File: src/hdl/rbi_pkg.sv
// ---------------------------------------------------------------------------
// rbi_pkg
// Shared constants and width helpers for the ray/box intersection block.
// ---------------------------------------------------------------------------
package rbi_pkg;

    parameter int unsigned RBI_COORD_WIDTH = 32;
    parameter int unsigned RBI_FRAC_BITS   = 16;

    // round a bit count up to whole bytes
    function automatic int rbi_bytes(input int bits);
        return ((bits + 7) >> 3) << 3;
    endfunction

    // nine signed coordinates plus three half-extents one bit narrower
    function automatic int rbi_in_width(input int w);
        return rbi_bytes(12 * w - 3);
    endfunction

    function automatic int rbi_out_width(input int w);
        return rbi_bytes(4 * w);
    endfunction

    // pos, dir, lo, hi, plane per axis, inside flag, active and sign per axis
    function automatic int rbi_sb_width(input int w);
        return 15 * w + 7;
    endfunction

endpackage

File: src/hdl/rbi_front.sv
// ---------------------------------------------------------------------------
// rbi_front
// Box bounds, slab classification and divider operand setup (3 stages).
// ---------------------------------------------------------------------------
module rbi_front import rbi_pkg::*; #(
    parameter int unsigned W    = RBI_COORD_WIDTH,
    parameter int unsigned SB_W = rbi_sb_width(RBI_COORD_WIDTH)
) (
    input  logic                         i_clk,
    input  logic                         i_rst_n,
    input  logic                         i_en,
    input  logic                         i_valid,
    input  logic [rbi_in_width(W)-1:0]   i_tdata,
    output logic                         o_valid,
    output logic [2:0][W-1:0]            o_num,
    output logic [2:0][W-1:0]            o_den,
    output logic [SB_W-1:0]              o_sb
);

    localparam logic [W-1:0] MINV = {1'b1, {(W-1){1'b0}}};
    localparam logic [W-1:0] MAXV = {1'b0, {(W-1){1'b1}}};

    typedef struct packed {
        logic [2:0][W-1:0] pos;
        logic [2:0][W-1:0] dir;
        logic [2:0][W-1:0] lo;
        logic [2:0][W-1:0] hi;
        logic [2:0][W-1:0] plane;
        logic              in_box;
        logic [2:0]        act;
        logic [2:0]        neg;
    } t_sb;

    function automatic logic [W-1:0] sat(input logic [W:0] x);
        if (x[W] != x[W-1]) begin
            return x[W] ? MINV : MAXV;
        end
        return x[W-1:0];
    endfunction

    // stage A: bounds
    logic              r_a_vld;
    logic [2:0][W-1:0] r_a_pos, r_a_dir, r_a_lo, r_a_hi;
    logic [2:0][W-1:0] n_a_pos, n_a_dir, n_a_lo, n_a_hi;

    always_comb begin
        logic [W-1:0] c;
        logic [W:0]   h;
        for (int i = 0; i < 3; i++) begin
            c          = i_tdata[W*(6+i) +: W];
            h          = {2'b00, i_tdata[9*W + i*(W-1) +: W-1]};
            n_a_pos[i] = i_tdata[W*i +: W];
            n_a_dir[i] = i_tdata[W*(3+i) +: W];
            n_a_lo[i]  = sat({c[W-1], c} - h);
            n_a_hi[i]  = sat({c[W-1], c} + h);
        end
    end

    always_ff @(posedge i_clk) begin
        if (!i_rst_n) begin
            r_a_vld <= 1'b0;
        end else if (i_en) begin
            r_a_vld <= i_valid;
        end
        if (i_en) begin
            r_a_pos <= n_a_pos;
            r_a_dir <= n_a_dir;
            r_a_lo  <= n_a_lo;
            r_a_hi  <= n_a_hi;
        end
    end

    // stage B: classify each axis against its slab
    logic              r_b_vld, r_b_inside;
    logic [2:0]        r_b_act, n_b_act;
    logic [2:0][W-1:0] r_b_pos, r_b_dir, r_b_lo, r_b_hi, r_b_plane, n_b_plane;
    logic              n_b_inside;

    always_comb begin
        logic below, above;
        n_b_inside = 1'b1;
        for (int i = 0; i < 3; i++) begin
            below        = $signed(r_a_pos[i]) < $signed(r_a_lo[i]);
            above        = $signed(r_a_pos[i]) > $signed(r_a_hi[i]);
            n_b_plane[i] = below ? r_a_lo[i] : (above ? r_a_hi[i] : '0);
            n_b_act[i]   = (below || above) && (r_a_dir[i] != '0);
            if (below || above) begin
                n_b_inside = 1'b0;
            end
        end
    end

    always_ff @(posedge i_clk) begin
        if (!i_rst_n) begin
            r_b_vld <= 1'b0;
        end else if (i_en) begin
            r_b_vld <= r_a_vld;
        end
        if (i_en) begin
            r_b_pos    <= r_a_pos;
            r_b_dir    <= r_a_dir;
            r_b_lo     <= r_a_lo;
            r_b_hi     <= r_a_hi;
            r_b_plane  <= n_b_plane;
            r_b_act    <= n_b_act;
            r_b_inside <= n_b_inside;
        end
    end

    // stage C: saturated plane offset, magnitudes and quotient sign
    logic              r_c_vld;
    logic [2:0][W-1:0] r_c_num, r_c_den, n_c_num, n_c_den;
    t_sb               r_c_sb, n_c_sb;

    always_comb begin
        logic [W-1:0] diff;
        n_c_sb        = '0;
        n_c_sb.pos    = r_b_pos;
        n_c_sb.dir    = r_b_dir;
        n_c_sb.lo     = r_b_lo;
        n_c_sb.hi     = r_b_hi;
        n_c_sb.plane  = r_b_plane;
        n_c_sb.in_box = r_b_inside;
        n_c_sb.act    = r_b_act;
        for (int i = 0; i < 3; i++) begin
            diff          = sat({r_b_plane[i][W-1], r_b_plane[i]} -
                                {r_b_pos[i][W-1], r_b_pos[i]});
            n_c_sb.neg[i] = diff[W-1] ^ r_b_dir[i][W-1];
            n_c_num[i]    = diff[W-1] ? (~diff + 1'b1) : diff;
            n_c_den[i]    = r_b_dir[i][W-1] ? (~r_b_dir[i] + 1'b1) : r_b_dir[i];
        end
    end

    always_ff @(posedge i_clk) begin
        if (!i_rst_n) begin
            r_c_vld <= 1'b0;
        end else if (i_en) begin
            r_c_vld <= r_b_vld;
        end
        if (i_en) begin
            r_c_num <= n_c_num;
            r_c_den <= n_c_den;
            r_c_sb  <= n_c_sb;
        end
    end

    assign o_valid = r_c_vld;
    assign o_num   = r_c_num;
    assign o_den   = r_c_den;
    assign o_sb    = r_c_sb;

endmodule

File: config.mk
export PLATFORM = sky130hd
export DESIGN_NAME = rbi_front
export DESIGN_NICKNAME = d
export VERILOG_FILES = /design/src/hdl/rbi_pkg.sv /design/src/hdl/rbi_front.sv
export SDC_FILE = /design/constraint.sdc
export NUM_CORES = 2
export LEC_CHECK = 0
export BUFFER_PORTS_ARGS = -buffer_cell sky130_fd_sc_hd__buf_2
export CAP_MARGIN = 20
export CORE_ASPECT_RATIO = 0.6
export CORE_MARGIN = 10
export CORE_UTILIZATION = 40
export DETAILED_ROUTE_END_ITERATION = 16
export PLACE_DENSITY_LB_ADDON = 0.2
export SYNTH_ARGS = -nofsm -noshare
export SYNTH_HDL_FRONTEND = slang
export SYNTH_SLANG_ARGS = --single-unit
File: constraint.sdc
create_clock -name i_clk -period 8.1 [get_ports i_clk]
set_input_delay 0.405 -clock i_clk [delete_from_list [all_inputs] [get_ports i_clk]]
set_output_delay 0.405 -clock i_clk [all_outputs]
set_load 0.01 [all_outputs]
==> results.tsv <==
stage	metric	value	unit
outcome	status	finished, final reports clean	
grt	antenna violations before repair	71	
detailed_routing	DRT iter0 DRCs	5733	
yosys	Yosys top cell area share	62.5	%
power	Comb pwr share	28.2	%
clock_network	htree depth	4	
power	Cell Pwr Density	286	mW/mm2
die	Starting Density	40.2	%
worst_setup_path	Worst Path Arrival	7.66	ns
min_path	worst hold stages	3	
yosys	Mapped Cells	5832	
die	core area	0.184	mm2
layout	Layout area overhead	20.5	%
worst_setup_path	Max FO, Critical Path	43	
detailed_routing	Final ANT Viol Nets	0	
clock_network	CTS sink count	1547	
clock_network	Clock Path Buffers	4	
layout	register area	0.0464	mm2
worst_setup_path	Setup CP Type	register to register	
yosys	Synth cell types	104	
min_path	worst min-delay path class	input pin to register	
timing	Final Critical Period	7.12	ns
placement	IO Port Bufs	1064	
layout	Post-Layout Inst Area	0.0894	mm2
yosys	EDFF count, synth	1544	
die	Die W	576	um
yosys	Seq/Total Area, Yosys	62.6	%
power	Switching Fraction	32.9	%
die	row count	122	
timing	skew final	0.0903	ns
yosys	syn_nets	6712	
clock_network	CTS tree	built	
timing	FMAX	141	MHz
grt	total track usage	22.8	%
detailed_routing	Total Wirelength	245000	um
detailed_routing	router iterations before antenna repair	6	
grt	first-pass GRT wire length	348000	um
worst_setup_path	CP dominant cell by count	o21ai_0	
clock_network	Clk Latency, worst-skew pair	0.82	ns
worst_setup_path	slowest CP cell	a2111oi_1	
power	Clock Power Share	28.2	%
layout	layout cells sized above 1	19.5	%
yosys	Synth Cell Area	0.0741	mm2
grt	Overflow after GRT	0	
worst_setup_path	cell count along the critical path	25	
timing	Final Hold Viols	0	
layout	filler-free cell count of the finished design	9721	
clock_network	Worst-path clk slew	0.07	ns
power	P_leak	36.3	nW
timing	fin crit share	87.9	%
placement	placed cell areas	0.0823	mm2
timing	Least-Margin Pin Slew	1.15	ns
timing	RSZ-0062 raised after global routing	false	
worst_setup_path	CP required	8.64	ns
yosys	Main synth FF type	edfxtp_1	
yosys	Yosys reg bits	1547	
power	Max VDD drop	164	uV
clock_network	post-CTS setup buffers	0	
layout	fillcell total	16400	
grt	vias in the first global route	49400	
timing	setup tns final	0	ns
yosys	Yosys warning count	0	
yosys	biggest area consumer among synthesized cells	edfxtp_1	
power	register share of total power	43.5	%
yosys	syn avg cell area	12.7	um2
timing	Slew HR	23.3	%
grt	largest net degree at the start of global routing	177	
clock_network	root buffer cell	clkbuf_16	
yosys	top post-synthesis cells by area	edfxtp_1 (63%), ha_1 (8.2%), xnor2_1 (3.2%), inv_1 (2.7%), a21oi_1 (2.6%)	
clock_network	TritonCTS buffer count	157	
placement	GP Congestion	0.928	
placement	DP Wirelength	196000	um
detailed_routing	Via density	5.36	
placement	placed cells	9233	
timing	Final Setup Violations	0	
die	die footprint	0.204	mm2
detailed_routing	routed len/inst	25.2	um
die	Ports	1068	
worst_setup_path	Largest stage delay, worst path	0.88	ns
flow_run	Max-cap violations	0	
worst_setup_path	worst path bufs/invs	2	
worst_setup_path	CP top delay family	compound AO/OA/AOI/OAI gates	
power	P_sw	0.00841	W
worst_setup_path	startpoint types	register	
yosys	Post-synth ARST share	0	%
layout	Multi-input gate area	0.0251	mm2
timing	Slew Viols, Final	0	
detailed_routing	Vias	52100	
worst_setup_path	Setup crit end kind	register	
die	chip height	353	um
power	Int Power	0.0172	W
worst_setup_path	R2R depth	25	
layout	final core occ	48.5	%
detailed_routing	DRC viols	0	
layout	nets	7990	
worst min-delay path: stages:
cell     delay, ns
buf_2         0.14
inv_1         0.11
o21ai_0       0.09
timing repair:
action | 4_1_cts | 5_1_grt
gates resized for setup | 0 | 0
hold buffers | 195 | 0
endpoints found under the hold margin | 196 | 0
Yosys cell counts, types with 46 or more instances:
master and number:
a21o_1 122, a21oi_1 380, a22o_1 68, clkbuf_1 151, edfxtp_1 1544, ha_1 483, inv_1 525, nand2_1 374
nand2b_1 68, nand3_1 69, nand4_1 70, nor2_1 341, nor2b_1 63, nor3_1 97, nor4_1 46, o21a_1 48
o21ai_0 353, xnor2_1 267, xor2_1 83
layout by cell type (no fill, tap or decap), types with 22 or more instances in the layout:
master / netlist / routed
edfxtp_1: 1544 / 1544
buf_2: 21 / 1063
inv_1: 525 / 525
ha_1: 483 / 483
a21oi_1: 380 / 378
nand2_1: 374 / 374
o21ai_0: 353 / 353
nor2_1: 341 / 336
xnor2_1: 267 / 267
dlygate4sd3_1: 0 / 195
clkbuf_16: 0 / 159
a21o_1: 122 / 122
nor3_1: 97 / 94
xor2_1: 83 / 83
nand4_1: 70 / 70
nand3_1: 69 / 69
nand2b_1: 68 / 68
a22o_1: 68 / 67
nor2b_1: 63 / 63
o21a_1: 48 / 48
nor4_1: 46 / 46
o31ai_1: 43 / 43
o21bai_1: 42 / 42
a31oi_1: 42 / 42
a211oi_1: 38 / 38
buf_4: 4 / 37
and3_1: 34 / 34
or3_1: 33 / 33
clkinv_1: 0 / 29
and2_1: 28 / 28
clkbuf_1: 151 / 26
o211ai_1: 25 / 25
or4_1: 24 / 24
diode_2: 0 / 22
o41ai_1: 22 / 22
routing by layer:
| metal | track usage [%] | part of all wire, % | vias to the layer above |
|---|---|---|---|
| met3 | 3.25 | 6.1 | 378 |
| met4 | 7.42 | 3.7 | 8 |
| met1 | 34.1 | 46 | 25600 |
| li1 | - | - | 24100 |
| met5 | 0 | 0.018 | - |
| met2 | 34.3 | 44 | 2064 |
kinds of logic (layout without fill, tap and decap cells):
family	after synthesis	count (layout)	synth area share, %
XOR/XNOR	350	350	4.14
AO/OA/AOI/OAI	1383	1383	12.1
other	0	22	0
flip-flops	1547	1547	62.6
AND/OR/NAND/NOR	1326	1326	8.79
adder cells (fa/ha/maj)	492	492	8.40
buffers and inverters	711	2098	3.66
multiplexers	23	23	0.326
registers in the layout, summed over array words and instances, names as in the netlist, 3 cells and up:
signal and count:
n_c_sb 480, o_den 96, o_num 96, o_sb 484, r_a_dir 96, r_a_hi 96, r_a_lo 96, r_a_pos 96
r_b_act 3
cell type report:
class                           count  share of cell area (%)
Tap cell                         2480                    3.47
Inverter                          525                    2.21
Clock buffer                      185                    4.56
Clock inverter                     83                    1.03
Multi-Input combinational cell   3574                    28.1
Antenna cell                       22                  0.0616
Timing Repair Buffer             1305                    8.66
Sequential cell                  1547                    52.0
power by group through the flow:
stage	registers (W)	clock network, W	logic (W)
after floorplan	0.0111	0	0.00425
after global placement	0.0113	0	0.00696
after detailed placement	0.0113	0	0.00702
after CTS	0.0111	0.00737	0.00712
after global routing	0.0112	0.00769	0.00787
final	0.0111	0.00722	0.00722
through the flow:
stage / hold WS (ns) / setup WS (ns) / power [W]
after global placement: 0.400 / 1.13 / 0.0182
after global routing: 0.0761 / 0.573 / 0.0268
after CTS: 0.0158 / 1.15 / 0.0256
after floorplan: 0.400 / 1.75 / 0.0153
final: 0.106 / 0.983 / 0.0256
after detailed placement: 0.405 / 1.11 / 0.0183
path summary, 6_finish.rpt:
path                            slack (ns)                   end                   from
worst min-delay path                  0.11  r_a_lo[95]$_DFFE_PP_           i_tdata[287]
worst max register to register        0.98   o_num[29]$_DFFE_PP_   n_c_sb[14]$_DFFE_PP_
worst min register to register        0.37   o_sb[235]$_DFFE_PP_  n_c_sb[235]$_DFFE_PP_
worst max-delay path                  0.98   o_num[29]$_DFFE_PP_   n_c_sb[14]$_DFFE_PP_
No activity file was read; power rests on OpenSTA's default activity.
